==> src/design/sacm_alu_pkg.sv <==
// Shared types for the signed add / compare / multiply ALU.
// Holds the operation codes used by the sequencer and the shared adder unit.
// No dependencies.
`timescale 1ns / 1ps
`default_nettype none

package sacm_alu_pkg;

	// Operation codes carried in the low bits of the input transfer
	typedef enum logic [1:0] {
		CMD_ADD  = 2'd0,
		CMD_LESS = 2'd1,
		CMD_MUL  = 2'd2
	} cmd_t;

	localparam int unsigned CMD_W = 2;

endpackage

`default_nettype wire

==> src/design/sacm_alu_unit.sv <==
// Shared adder of the ALU: one carry-out adder reused for add, compare and
// each shift-add step of the multiply. Depends on sacm_alu_pkg.
`timescale 1ns / 1ps
`default_nettype none

module sacm_alu_unit
	import sacm_alu_pkg::*;
#(
	parameter int unsigned DATA_WIDTH = 32
) (
	input  cmd_t                  cmd,
	input  logic [DATA_WIDTH-1:0] op_a,
	input  logic [DATA_WIDTH-1:0] op_b,
	input  logic [DATA_WIDTH-1:0] acc,
	output logic [DATA_WIDTH-1:0] sum,
	output logic                  carry
);

	localparam logic [DATA_WIDTH-1:0] SIGN = {1'b1, {(DATA_WIDTH-1){1'b0}}};

	logic [DATA_WIDTH-1:0] x;
	logic [DATA_WIDTH-1:0] y;
	logic                  cin;

	// Select adder operands per operation
	always_comb begin
		unique case (cmd)
			CMD_ADD: begin
				x   = op_a;
				y   = op_b;
				cin = 1'b0;
			end
			CMD_LESS: begin
				// flip sign bits so signed order becomes unsigned order, then subtract
				x   = op_a ^ SIGN;
				y   = ~(op_b ^ SIGN);
				cin = 1'b1;
			end
			CMD_MUL: begin
				// add the shifted multiplicand when the current multiplier bit is set
				x   = acc;
				y   = op_b[0] ? op_a : '0;
				cin = 1'b0;
			end
			default: begin
				x   = '0;
				y   = '0;
				cin = 1'b0;
			end
		endcase
	end

	assign {carry, sum} = {1'b0, x} + {1'b0, y} + {{DATA_WIDTH{1'b0}}, cin};

endmodule

`default_nettype wire

==> src/design/signed_add_compare_multiply_alu_unit.sv <==
// Signed ALU top level: add, signed less-than, multiply (low word) on stream ports.
// An input transfer is captured, worked in the shared adder (multiply takes one
// shift-add step per operand bit), held in res_q and then moved to the output
// register. One item in work at a time: a new item is taken only once the last
// result has moved to the output register.
// Asynchronous active-low reset returns the sequencer to idle with no result held.
`timescale 1ns / 1ps
`default_nettype none

module signed_add_compare_multiply_alu_unit
	import sacm_alu_pkg::*;
#(
	parameter int unsigned DATA_WIDTH = 32,
	localparam int unsigned IN_TDATA_W  = ((CMD_W + 2 * DATA_WIDTH + 7) / 8) * 8,
	localparam int unsigned OUT_TDATA_W = ((DATA_WIDTH + 7) / 8) * 8
) (
	input  wire logic                   clk,
	input  wire logic                   arst_n,
	input  wire logic                   s_axis_tvalid,
	output logic                        s_axis_tready,
	// cmd [1:0], operand_a, operand_b, zero fill to whole bytes
	input  wire logic [IN_TDATA_W-1:0]  s_axis_tdata,
	output logic                        m_axis_tvalid,
	input  wire logic                   m_axis_tready,
	// result, zero fill to whole bytes
	output logic [OUT_TDATA_W-1:0]      m_axis_tdata
);

	localparam int unsigned CNT_W       = $clog2(DATA_WIDTH);
	localparam logic [CNT_W-1:0] LAST_STEP = CNT_W'(DATA_WIDTH - 1);

	typedef enum logic [1:0] {
		ST_IDLE,
		ST_RUN,
		ST_DONE
	} state_t;

	state_t                state_q;
	cmd_t                  cmd_q;
	logic [DATA_WIDTH-1:0] a_q;
	logic [DATA_WIDTH-1:0] b_q;
	logic [DATA_WIDTH-1:0] acc_q;
	logic [CNT_W-1:0]      cnt_q;
	logic [DATA_WIDTH-1:0] res_q;
	logic                  out_valid_q;
	logic [DATA_WIDTH-1:0] out_data_q;

	logic [CMD_W-1:0]             in_cmd;
	logic signed [DATA_WIDTH-1:0] in_operand_a;
	logic signed [DATA_WIDTH-1:0] in_operand_b;
	logic [DATA_WIDTH-1:0]        sum;
	logic                         carry;

	// Unpack the input transfer
	assign in_cmd       = s_axis_tdata[CMD_W-1:0];
	assign in_operand_a = s_axis_tdata[CMD_W +: DATA_WIDTH];
	assign in_operand_b = s_axis_tdata[CMD_W + DATA_WIDTH +: DATA_WIDTH];

	assign s_axis_tready = (state_q == ST_IDLE);
	assign m_axis_tvalid = out_valid_q;
	assign m_axis_tdata  = OUT_TDATA_W'(out_data_q);

	sacm_alu_unit #(
		.DATA_WIDTH(DATA_WIDTH)
	) u_unit (
		.cmd  (cmd_q),
		.op_a (a_q),
		.op_b (b_q),
		.acc  (acc_q),
		.sum  (sum),
		.carry(carry)
	);

	// Sequencer: capture, iterate the shared adder, hand off to the output register
	always_ff @(posedge clk or negedge arst_n) begin
		if (!arst_n) begin
			state_q     <= ST_IDLE;
			cmd_q       <= CMD_ADD;
			a_q         <= '0;
			b_q         <= '0;
			acc_q       <= '0;
			cnt_q       <= '0;
			res_q       <= '0;
			out_valid_q <= 1'b0;
			out_data_q  <= '0;
		end else begin
			// drop the result once the downstream transfer completes, unless refilled
			if (out_valid_q && m_axis_tready && state_q != ST_DONE) begin
				out_valid_q <= 1'b0;
			end
			unique case (state_q)
				ST_IDLE: begin
					if (s_axis_tvalid) begin
						cmd_q   <= cmd_t'(in_cmd);
						a_q     <= in_operand_a;
						b_q     <= in_operand_b;
						acc_q   <= '0;
						cnt_q   <= '0;
						state_q <= ST_RUN;
					end
				end
				ST_RUN: begin
					case (cmd_q)
						CMD_ADD: begin
							res_q   <= sum;
							state_q <= ST_DONE;
						end
						CMD_LESS: begin
							// no carry out means a < b after the sign flip
							res_q   <= DATA_WIDTH'(!carry);
							state_q <= ST_DONE;
						end
						CMD_MUL: begin
							// advance one multiplier bit per cycle
							acc_q <= sum;
							a_q   <= a_q << 1;
							b_q   <= b_q >> 1;
							cnt_q <= cnt_q + 1'b1;
							if (cnt_q == LAST_STEP) begin
								res_q   <= sum;
								state_q <= ST_DONE;
							end
						end
						default: begin
							res_q   <= '0;
							state_q <= ST_DONE;
						end
					endcase
				end
				ST_DONE: begin
					// hold until the output register is free or being drained
					if (!out_valid_q || m_axis_tready) begin
						out_data_q  <= res_q;
						out_valid_q <= 1'b1;
						state_q     <= ST_IDLE;
					end
				end
				default: begin
					state_q <= ST_IDLE;
				end
			endcase
		end
	end

endmodule

`default_nettype wire

==> config.mk <==
export PLATFORM = sky130hd
export DESIGN_NAME = signed_add_compare_multiply_alu_unit
export DESIGN_NICKNAME = d
export VERILOG_FILES = /design/src/design/sacm_alu_pkg.sv /design/src/design/sacm_alu_unit.sv /design/src/design/signed_add_compare_multiply_alu_unit.sv
export SDC_FILE = /design/constraint.sdc
export NUM_CORES = 1
export LEC_CHECK = 0
export ABC_AREA = 1
export BUFFER_PORTS_ARGS = -buffer_cell sky130_fd_sc_hd__buf_4
export CAP_MARGIN = 20
export CORE_MARGIN = 10
export CORE_UTILIZATION = 50
export CTS_BUF_LIST = sky130_fd_sc_hd__clkbuf_4 sky130_fd_sc_hd__clkbuf_8
export DETAILED_ROUTE_END_ITERATION = 12
export GPL_TIMING_DRIVEN = 0
export PLACE_DENSITY_LB_ADDON = 0.12
export SETUP_SLACK_MARGIN = 0.05
export SYNTH_ARGS = -nofsm -noshare
export SYNTH_HDL_FRONTEND = slang
export SYNTH_HIERARCHICAL = 1
export SYNTH_SLANG_ARGS = --single-unit
==> constraint.sdc <==
create_clock -name clk -period 2.9 [get_ports clk]
set_input_delay 0.58 -clock clk [delete_from_list [all_inputs] [get_ports clk]]
set_output_delay 0.58 -clock clk [all_outputs]
set_load 0.01 [all_outputs]
# ---- After elaboration in Yosys (flattened, before gate mapping)
# Cells that the tools add are included.
dict set report totals {
  register_bits 170
  in_bits 76
  out_inout_bits 34
  elab_cells 65
}
dict set report classes {
  addsub 3
  eq_ne 11
  mux 26
  bitwise_logic 3
  n_reduce_logical 13
}
# cell count
set op_table {}
lappend op_table {{$pmux 32 s3} 3}
lappend op_table {{$mux 32} 8}
lappend op_table {{$pmux 32 s2} 3}
lappend op_table {{$add 32x32->33} 1}
lappend op_table {{$add 33x1->33} 1}
lappend op_table {{$not 32->32} 1}
lappend op_table {{$mux 5} 2}
lappend op_table {{$pmux 5 s2} 1}
lappend op_table {{$mux 2} 4}
lappend op_table {{$ne 2x2->1 const B} 4}
lappend op_table {{$pmux 2 s3} 1}
lappend op_table {{$reduce_and 2->1} 3}
lappend op_table {{$reduce_and 3->1} 2}
lappend op_table {{$add 5x1->5 const B} 1}
lappend op_table {{$eq 5x5->1 const B} 1}
lappend op_table {{$eq 2x1->1 const B} 2}
lappend op_table {{$eq 2x2->1 const B} 2}
lappend op_table {{$logic_not 2->1} 2}
lappend op_table {{$mux 1} 4}
lappend op_table {{$ne 3x3->1 const B} 1}
lappend op_table {{$logic_and 1x1->1} 2}
lappend op_table {{$logic_not 1->1} 2}
lappend op_table {{$ne 2x1->1 const B} 1}
lappend op_table {{$not 1->1} 2}
lappend op_table {{other kinds (2)} 2}

# ---- Logic depth before layout (Yosys ltp)
# Gate-level depths: netlist of run 1.
dict set report logic_depth {
  depth_word 7
  ltp_mapped 22
}

# ---- Hierarchy
# The synthesis of run 1 kept the hierarchy.
# module n_inst cells_each area_per_inst_um2 seq_area_each_um2
set modules_own_cells {}
lappend modules_own_cells {signed_add_compare_multiply_alu_unit 1 854 7252.0 4254.1}
lappend modules_own_cells {sacm_alu_unit 1 692 3379.5 0.0}

# ---- Least setup slack after synthesis of run 1
# Ideal clock, no wire load.
dict set report synth_timing {
  path_type {register to register}
  from {register cmd_q[1]}
  to {register res_q[0]}
  setup_time_ps 117
  arrival_time_ps 2532
  required_time_ps 2783
  slack_ps 251
  path_stages_with_launch 21
  path_buffers 2
  synth_period_minus_slack_ps 2649
  path_cell_list {dfrtp_1 > buf_4 > inv_2 > or2_1 > clkbuf_1 > o21ai_0 > inv_1 > fa_1 > inv_1 > fa_1 > nand3_1 > nand3_1 > nand2_1 > nand2_2 > nand3_1 > nand3_1 > nand2_1 > nand2_1 > o22ai_1 > nand2_1 > nand2_1}
}
dict set report synth_between {
  elab_chain_len 6
  elab_cells_between_ends 13
}
# element line_no
set synth_lines {}
lappend synth_lines {{start: declaration} signed_add_compare_multiply_alu_unit.sv:39} ;# cmd_t cmd_q;
lappend synth_lines {{start signal: assignment} signed_add_compare_multiply_alu_unit.sv:94} ;# cmd_q <= cmd_t'(in_cmd);
lappend synth_lines {{$eq 2x2->1 (tied with other cells)} sacm_alu_unit.sv:27} ;# unique case (cmd)
lappend synth_lines {{$pmux 32 s3} sacm_alu_unit.sv:27}
lappend synth_lines {{$add 32x32->33} sacm_alu_unit.sv:53} ;# assign {carry, sum} = {1'b0, x} + {1'b0, y} + {{DATA_WIDTH{1'b0}}, cin};
lappend synth_lines {{$add 33x1->33 (*)} sacm_alu_unit.sv:53}
lappend synth_lines {{named net carry} signed_add_compare_multiply_alu_unit.sv:52} ;# logic carry;
lappend synth_lines {{$logic_not 1->1 (*)} signed_add_compare_multiply_alu_unit.sv:110} ;# res_q <= DATA_WIDTH'(!carry);
lappend synth_lines {{$pmux 32 s3 (*)} signed_add_compare_multiply_alu_unit.sv:103} ;# case (cmd_q)
lappend synth_lines {{end signal: assignment} signed_add_compare_multiply_alu_unit.sv:105} ;# res_q <= sum;
lappend synth_lines {{end signal: assignment} signed_add_compare_multiply_alu_unit.sv:110}
lappend synth_lines {{end signal: assignment} signed_add_compare_multiply_alu_unit.sv:120} ;# res_q <= sum;
lappend synth_lines {{end: declaration} signed_add_compare_multiply_alu_unit.sv:44} ;# logic [DATA_WIDTH-1:0] res_q;
# The timed path passes the listed nets; every way through them passes the cells marked *. The select of a mux whose other input is x is not followed.
# A chain may end at the register's enable or synchronous reset.

# ---- Worst setup path after layout of run 1
dict set report layout_timing {
  from {register cmd_q[1]}
  to {register acc_q[16]}
}
dict set report layout_between {
  elab_chain_len 6
  elab_cells_between_ends 12
}
# element line_no
set layout_lines {}
lappend layout_lines {{$eq 2x2->1 (tied with other cells)} sacm_alu_unit.sv:27}
lappend layout_lines {{$pmux 32 s3} sacm_alu_unit.sv:27}
lappend layout_lines {{$add 32x32->33} sacm_alu_unit.sv:53}
lappend layout_lines {{$add 33x1->33 (*)} sacm_alu_unit.sv:53}
lappend layout_lines {{named net sum[16]} signed_add_compare_multiply_alu_unit.sv:51} ;# logic [DATA_WIDTH-1:0] sum;
lappend layout_lines {{$mux 32 (*)} signed_add_compare_multiply_alu_unit.sv:103}
lappend layout_lines {{$pmux 32 s2 (*)} signed_add_compare_multiply_alu_unit.sv:91} ;# unique case (state_q)
lappend layout_lines {{end signal: assignment} signed_add_compare_multiply_alu_unit.sv:115} ;# acc_q <= sum;
lappend layout_lines {{end: declaration} signed_add_compare_multiply_alu_unit.sv:42} ;# logic [DATA_WIDTH-1:0] acc_q;
# Marked as above.

==> flow_metrics.tcl, run 1 <==
set metrics [dict create \
    status "finished, final reports clean" \
    vdd_ir_drop_max_mv 0.489 \
    min_period_ns 2.80 \
    p_total_w 0.0141 \
    area_growth_pct 23.8 \
    hpwl_um 23700 \
    place_area_mm2 0.0118 \
    slew_headroom_pct 59.1 \
    synth_warnings 6 \
    die_h_um 166 \
    gr-total-overflow 0 \
    grt_pass1_vias 9558 \
    drive_gt1_share_pct 21.6 \
    power_frac_clock_pct 11.8 \
    period_share_pct 96.6 \
    cts_tree "yes" \
    syn_inst 1546 \
    async_flop_share_pct 100 \
    yosysUniqueCellTypes 34 \
    via_per_inst 5.13 \
    yosys.area.top_type "dfrtp_1" \
    start_kind "register" \
    initial_core_util_pct 50.7 \
    yosys.area.top_type_share_pct 40.0 \
    placementRows 53 \
    routed_wl_um 30600 \
    port_buffers 103 \
    ant_nets 0 \
    grt_antenna_before_repair 0 \
    power_switching_w 0.00699 \
    rsz0062_at_grt "yes" \
    required_ns 3.30 \
    dr.pass1.iters 5 \
    hold_path_class "primary input to register" \
    grt_max_degree 122 \
    drtIter0Drc 710 \
    cts_buffer_depth 2 \
    synth_edf_count 0 \
    cts_buffers 17 \
    cp.arrival_ns 3.20 \
    cap_viol_max_count 0 \
    path_clk_slew_ns 0.09 \
    cts.sinks 170 \
    grt_pass1_wl_um 48600 \
    fin_area_mm2 0.0132 \
    hold_violations 0 \
    avgSynthCellArea_um2 6.88 \
    synth_fp_nets 1657 \
    p_leak_nw 6.79 \
    setup_viol_count_final 0 \
    fmax_mhz 357 \
    root_buffer "clkbuf_8" \
    utilization_pct 62.8 \
    ios 110 \
    slew_viol_final 0 \
    gp_congestion 0.908 \
    synth_ff_type "dfrtp_1" \
    die_area_mm2 0.0275 \
    clock_latency_ns 0.47 \
    fin_skew_ns 0.0201 \
    design.core.area_mm2 0.0210 \
    worst_slew_pin_slew_ns 0.614 \
    ys_ff_latch 170 \
    n_fill_cell 2028 \
    vias 10200 \
    syn_area_mm2 0.0106 \
    track_usage_pct 21.3 \
    cts_htree_levels 4 \
    wl_per_cell_um 15.4 \
    antennaDiodeCount 0 \
    pwr-share-seq_pct 26.3 \
    crit_path_end_kind "register" \
    drc 0 \
    ys_top_cells_by_area "dfrtp_1 (40%), nand2_1 (18%), inv_1 (10%)" \
    critPathMaxFanout 6 \
    intPower_w 0.00711 \
    pwr-share-comb_pct 62.0 \
    layout.nets 1805 \
    finalWorstSetupSlack_ns 0.100 \
    switching_share_pct 49.5 \
    power.density_mw_per_mm2 1070 \
    seq_area_frac_synth_pct 40.0 \
    dpl.cell_count 1925 \
    fp.dieW_um 166 \
    synth_most_common_cell "nand2_1" \
    criticalPathCategory "register to register" \
    place_ws_ns -0.511 \
    synthTopCellsByCount "nand2_1 (505), inv_1 (284), dfrtp_1 (170)" \
    fin_cells 1982 \
]
[layout by cell type (no fill, tap or decap), drive strengths merged]
cell / instances
nor2: 56
nor3: 5
nor4: 1
nand4: 4
bufinv: 1
nand3: 95
fa: 2
or2: 2
clkbuf: 49
ha: 33
a21o: 1
and2: 1
clkinv: 3
dlygate4sd3: 1
nor3b: 1
nand3b: 1
o21bai: 1
o22ai: 33
o221ai: 31
xnor2: 1
a21oi: 24
o31ai: 1
o21ai: 191
clkinvlp: 6
inv: 290
buf: 168
dfrtp: 170
nand2: 521
xor2: 14
[routing by layer]
| layer | vias to the layer above | track usage [%] | wire [um] |
|---|---|---|---|
| met1 | 4719 | 30.1 | 15000 |
| met5 | - | 0 | 0 |
| met3 | 27 | 3.03 | 1470 |
| li1 | 5149 | - | - |
| met2 | 271 | 33.4 | 13800 |
| met4 | 0 | 5.39 | 338 |
[power groups by stage]
stage / combinational, W / sequential [W] / clock (W)
after floorplan: 0.00496 / 0.00366 / 0
after global placement: 0.00710 / 0.00367 / 0
after detailed placement: 0.00716 / 0.00371 / 0
after CTS: 0.00747 / 0.00367 / 0.00168
after global routing: 0.00969 / 0.00381 / 0.00177
final: 0.00874 / 0.00371 / 0.00166
[worst max-delay path, stage by stage, from the launching register on]
cell	delay [ns]
dfrtp_1	0.40
buf_6	0.17
inv_6	0.05
or2_4	0.27
o21ai_2	0.11
inv_1	0.06
fa_2	0.37
inv_2	0.10
fa_2	0.23
nand3_2	0.07
nand3_2	0.09
nand2_2	0.08
nand2_4	0.10
nand2_2	0.05
nand3b_1	0.14
xor2_2	0.23
nand3_2	0.12
nand2_1	0.09
[what timing repair did]
action                                  in CTS  in global routing
endpoints found under the setup margin      53                 48
setup buffers                                9                 16
hold buffers                                 1                  0
endpoints found under the hold margin        3                  0
gates cloned                                 0                  0
resized for setup                           45                156
pin swaps                                   16                 36
[state kept, by name (all words and copies together), names as in the netlist]
register and cells:
m_axis_tvalid 1, cmd_q 2, cnt_q 5, a_q 32, m_axis_tdata 32, state_q 2
acc_q 32, res_q 32, b_q 32
[cell families (layout without fill, tap and decap cells)]
family          count (synthesis)  count (layout)  share of synthesized area [%]
fa+ha+maj                      35              35                           4.26
flops                         170             170                           40.0
buf+inv                       357             518                           13.3
simple gates                  687             687                           26.4
compound gates                282             282                           14.8
xor+xnor                       15              15                           1.24
[layout make-up]
type / instances / area, um2 / area share [%]
Buffer: 68 / 399 / 3.03
Clock buffer: 20 / 256 / 1.95
Clock inverter: 12 / 118 / 0.894
Inverter: 288 / 1090 / 8.25
Multi-Input combinational cell: 1019 / 5690 / 43.2
Sequential cell: 170 / 4260 / 32.3
Tap cell: 275 / 344 / 2.61
Timing Repair Buffer: 130 / 1010 / 7.67
[worst paths after layout]
check,startpoint,endpoint,slack [ns],cells after the start
max,cmd_q[1],acc_q[16],0.1,17
min,s_axis_tdata[1],cmd_q[1],0.36,3
max reg2reg,cmd_q[1],acc_q[16],0.1,17
min reg2reg,acc_q[22],acc_q[22],0.48,2
max in group asynchronous,arst_n,res_q[28],1.38,3
min in group asynchronous,arst_n,a_q[7],0.57,2
[stage by stage]
stage	hold slack [ns]	TNS, ns
floorplan	0.284	0
global placement	0.460	-8.31
detailed placement	0.462	-9.81
CTS	0.340	0
global route	0.382	-0.203
finish	0.361	0
Power figures use the tool's default switching activity.
==> run 2, diff against run 1 <==
- ABC_AREA: 1 -> unset
==> flow_metrics.tcl, run 2 <==
set metrics [dict create \
    ant_nets 0 \
    wl_per_cell_um 18.7 \
    die_h_um 162 \
    synth_ff_type "dfrtp_1" \
    async_flop_share_pct 100 \
    fin_area_mm2 0.0130 \
    fp.dieW_um 162 \
    root_buffer "clkbuf_8" \
    placementRows 51 \
    cts_tree "yes" \
    finalWorstSetupSlack_ns -0.753 \
    cap_viol_max_count 0 \
    hpwl_um 19800 \
    drtIter0Drc 465 \
    yosysUniqueCellTypes 59 \
    violations "negative setup slack" \
    gr-total-overflow 0 \
    cts_htree_levels 4 \
    fmax_mhz 274 \
    min_period_ns 3.65 \
    period_share_pct 126 \
    antennaDiodeCount 0 \
    die_area_mm2 0.0263 \
    layout.nets 1306 \
    synth_most_common_cell "dfrtp_1" \
    synth_warnings 6 \
    cp.arrival_ns 4.01 \
    regToRegSetupSlack_ns -0.75 \
    drc 0 \
    synth_top_family_by_area "compound AO/OA/AOI/OAI gates" \
    hold_violations 0 \
    track_usage_pct 20.1 \
    synth_simple_gate_area_share_pct 11.8 \
    final_common_cell "dfrtp_1" \
    utilization_pct 66.2 \
    worst_slew_pin_slew_ns 0.889 \
    ys_ff_latch 170 \
    status "finished, violations left" \
    slew_viol_final 0 \
    cts.sinks 170 \
    grt_pass1_wl_um 42900 \
    rsz0062_at_grt "yes" \
    fin_setup_tns_ns -23.91 \
    synthAdderAreaFrac_pct 4.48 \
    fin_cells 1473 \
    clock_latency_ns 0.46 \
    grt_max_degree 112 \
    slew_headroom_pct 40.3 \
    avgSynthCellArea_um2 9.94 \
    via_per_inst 5.56 \
    synth_fp_nets 1129 \
    fin_skew_ns 0.0171 \
    place_area_mm2 0.0115 \
    ys_top_cells_by_area "dfrtp_1 (42%), mux2i_1 (6.5%), a21oi_1 (4.6%)" \
    gp_congestion 0.888 \
    design.core.area_mm2 0.0197 \
    path_clk_slew_ns 0.10 \
    syn_inst 1018 \
    setup_viol_count_final 51 \
    ios 110 \
    synth_edf_count 0 \
    syn_area_mm2 0.0101 \
    routed_wl_um 27500 \
    synth_compound_area_share_pct 15.7 \
    hold_path_class "primary input to async pin" \
    seq_area_frac_synth_pct 42.1 \
    critPathMaxFanout 10 \
    drive_gt1_share_pct 35.4 \
    cts_buffer_depth 2 \
    grt_antenna_before_repair 0 \
    required_ns 3.25 \
    area_growth_pct 28.7 \
    criticalPathCategory "register to register" \
    synthTopCellsByCount "dfrtp_1 (170), nand2_1 (94), a21oi_1 (92)" \
    final_cell_mix "dfrtp_1 (168), buf_4 (153), nand2_1 (88)" \
    dr.pass1.iters 7 \
    synthMuxAreaShare_pct 14.9 \
    cts_buffers 17 \
    port_buffers 103 \
    crit_path_end_kind "register" \
    ctsHoldBuffers 0 \
    yosys.area.top_type_share_pct 42.1 \
    dpl.cell_count 1387 \
    synth-xor-area-share_pct 5.20 \
    vias 8190 \
    yosys.area.top_type "dfrtp_1" \
    initial_core_util_pct 51.5 \
    start_kind "register" \
    grt_pass1_vias 8158 \
]
## run 2: changes by cell type after synthesis, moves of 59 or more
cell,change
mux2i_1,+66
nand2_1,-411
nor3_1,+59
a21oi_1,+68
o21ai_0,-62
nand3_1,-83
inv_1,-240
## run 2: per-layer routing
layer | routed length, um | up-vias | global-route usage [%] | share of wire (%)
met4 | 484 | 0 | 6.29 | 1.8
met2 | 12500 | 248 | 31.1 | 46
li1 | - | 3954 | - | -
met3 | 1400 | 37 | 3.34 | 5.1
met5 | 0 | - | 0 | 0
met1 | 13100 | 3951 | 28.0 | 48
## run 2: layout make-up
cell class	count	area [um2]
clock buffers	18	248
plain buffers	66	539
multi-input cells	732	5970
fillers	1592	6640
inverters	44	165
clock inverters	14	158
repair buffers	164	1340
flip-flops and latches	170	4260
well taps	265	332
## run 2: repair_timing
item	in CTS	in global routing
buffers inserted	37	24
pin swaps	39	46
endpoints found under the setup margin	57	57
gates cloned	0	1
resized for setup	77	98
## run 2: cell families (layout without fill, tap and decap cells)
group | Yosys count | count (layout)
AOI/OAI and AO/OA | 259 | 259
xor gates and xnor gates | 60 | 60
adders and majority gates | 35 | 35
buffers and inverters | 116 | 306
DFF | 170 | 170
muxes | 131 | 131
and+or+nand+nor | 247 | 247
## run 2: worst paths after layout
| kind | from | to | cells past startpoint |
|---|---|---|---|
| max | cmd_q[0] | res_q[0] | 16 |
| min in group clk | s_axis_tdata[1] | cmd_q[1] | 3 |
| max in group asynchronous | arst_n | m_axis_tdata[12] | 2 |
| max reg2reg | cmd_q[0] | res_q[0] | 16 |
| min reg2reg | cnt_q[3] | cnt_q[3] | 1 |
| min | arst_n | b_q[3] | 1 |
## run 2: through the flow
step | worst slack [ns] | hold slack (ns)
6_report | -0.753 | 0.0351
5_1_grt | -0.803 | 0.0563
4_1_cts | -0.731 | 0.0372
3_5_place_dp | -1.11 | 0.467
3_3_place_gp | -1.09 | 0.455
2_1_floorplan | -0.409 | 0.284
## run 2: critical path, stage by stage (launching register included)
cell	delay, ns
dfrtp_2	0.48
buf_6	0.19
a21oi_2	0.14
a21oi_2	0.09
fa_2	0.44
inv_2	0.09
fa_2	0.22
a211oi_2	0.08
o21bai_1	0.21
a21oi_2	0.12
buf_4	0.16
o31ai_4	0.22
a41o_1	0.31
a311o_1	0.25
nor2_2	0.06
mux2_4	0.26
mux2_2	0.25
Power of run 2 is left out: the tool's default activity adds up to more than one toggle a clock period on the data nets, which glitch-free logic cannot reach.
==> run 3, diff against run 2 <==
- ABC_AREA: unset -> 1
- RECOVER_POWER: unset -> 100
==> flow_metrics.tcl, run 3 (synthesis gave the netlist of run 1 again) <==
set metrics [dict create \
    place_ws_ns -0.511 \
    status "finished, final reports clean" \
    root_buffer "clkbuf_8" \
    final_cell_mix "nand2_1 (475), inv_1 (285), o21ai_0 (178)" \
    crit_path_end_kind "register" \
    via_per_inst 5.12 \
    critPathMaxFanout 6 \
    slew_headroom_pct 11.9 \
    final_common_cell "nand2_1" \
    cp_cell_sequence "buf_6 > inv_6 > or2_4 > o21ai_2 > inv_1 > fa_2 > inv_2 > fa_2 > nand3_2 > nand3_2 > nand2_2 > nand2_4 > nand2_2 > nand3b_1 > xor2_2 > nand3_2 > nand2_1" \
    routed_wl_um 30800 \
    die_area_mm2 0.0275 \
    vdd_ir_drop_max_mv 0.461 \
    grt_pass1_vias 9558 \
    cpMostUsedCell "nand3_2" \
    cp_top_family "simple AND/OR/NAND/NOR gates" \
    wl_per_cell_um 15.5 \
    grt_max_degree 122 \
    fp.dieW_um 166 \
    layout.nets 1805 \
    dr.pass1.iters 5 \
    cp.arrival_ns 3.17 \
    antennaDiodeCount 0 \
    drive_gt1_share_pct 18.7 \
    port_buffers 103 \
    hold_slack_ns 0.361 \
    power_frac_clock_pct 12.0 \
    hold_path_class "primary input to register" \
    criticalPathCategory "register to register" \
    clock_latency_ns 0.47 \
    cts_tree "yes" \
    period_share_pct 95.8 \
    ant_nets 0 \
    intPower_w 0.00691 \
    start_kind "register" \
    cpPeakStageDelay_ns 0.39 \
    vias 10100 \
    switching_share_pct 50.2 \
    drc 0 \
    gr-total-overflow 0 \
    cts.sinks 170 \
    n_fill_cell 2082 \
    finalWorstSetupSlack_ns 0.122 \
    slew_viol_final 0 \
    design.core.area_mm2 0.0210 \
    hold_violations 0 \
    p_leak_nw 6.61 \
    setup_viol_count_final 0 \
    power.density_mw_per_mm2 1070 \
    path_clk_slew_ns 0.09 \
    placementRows 53 \
    cap_viol_max_count 0 \
    fmax_mhz 360 \
    initial_core_util_pct 50.7 \
    fin_skew_ns 0.0199 \
    ios 110 \
    pwr-share-seq_pct 26.7 \
    hpwl_um 23700 \
    track_usage_pct 21.3 \
    cts_htree_levels 4 \
    rsz0062_at_grt "yes" \
    die_h_um 166 \
    area_growth_pct 22.2 \
    critPathBufInv 4 \
    cts_buffer_depth 2 \
    min_period_ns 2.78 \
    power_switching_w 0.00696 \
    grt_antenna_before_repair 0 \
    cts_buffers 17 \
    drtIter0Drc 772 \
    gp_congestion 0.908 \
    pwr-share-comb_pct 61.2 \
    required_ns 3.30 \
    cpMaxStageDelayCell "dfrtp_1" \
    worst_slew_pin_slew_ns 1.32 \
    grt_pass1_wl_um 48600 \
]
## run 3: power by group through the flow
stage / clock network, W / registers [W] / logic (W)
4_1_cts: 0.00168 / 0.00367 / 0.00747
6_report: 0.00167 / 0.00371 / 0.00850
3_3_place_gp: 0 / 0.00367 / 0.00710
5_1_grt: 0.00177 / 0.00381 / 0.00945
3_5_place_dp: 0 / 0.00371 / 0.00716
2_1_floorplan: 0 / 0.00366 / 0.00496
## run 3: layout make-up
cell class,count,area [um2],area share (%)
Clock buffer,20,256,1.97
Inverter,288,1090,8.36
Tap cell,275,344,2.65
Sequential cell,170,4260,32.8
Multi-Input combinational cell,1019,5680,43.8
Timing Repair Buffer,130,872,6.71
Clock inverter,12,118,0.906
Buffer,68,372,2.86
## run 3: stage by stage
stage / setup TNS [ns] / power [W] / std cells / util [%] / cell area, um2
3_5_place_dp: -9.81 / 0.0109 / 1925 / 56.2 / 11800
3_3_place_gp: -8.31 / 0.0108 / 1924 / 56.1 / 11700
2_1_floorplan: 0 / 0.00862 / 1546 / - / 10600
4_1_cts: 0 / 0.0128 / 1966 / 59.0 / 12400
5_1_grt: -0.205 / 0.0150 / 1982 / 62.0 / 13000
6_report: 0 / 0.0139 / 1982 / 62.0 / 13000
## run 3: final timing paths
| check | from | end | slack, ns | depth (start not counted) |
|---|---|---|---|---|
| max | cmd_q[1] | acc_q[16] | 0.12 | 17 |
| min | s_axis_tdata[1] | cmd_q[1] | 0.36 | 3 |
| max reg2reg | cmd_q[1] | acc_q[16] | 0.12 | 17 |
| min reg2reg | acc_q[22] | acc_q[22] | 0.48 | 2 |
| max in group asynchronous | arst_n | res_q[28] | 0.76 | 3 |
| min in group asynchronous | arst_n | a_q[7] | 0.90 | 2 |
## run 3: tightest hold or removal path, stage by stage
cell and delay, ns:
buf_4 0.08, nor2_1 0.03, a21oi_1 0.10
## run 3: what timing repair did
| action | in CTS | in global routing |
|---|---|---|
| setup endpoints to repair | 53 | 48 |
| buffers inserted | 9 | 16 |
| pin swaps | 16 | 36 |
| resized for setup | 45 | 156 |
| hold buffers | 1 | 0 |
| endpoints found under the hold margin | 3 | 0 |
## run 3: routing by layer
layer	vias up	share of wire [%]	global-route usage [%]
met5	-	0	0
met4	0	1.1	5.39
met3	24	4.6	3.03
met2	272	45	33.4
met1	4697	49	30.1
li1	5150	-	-
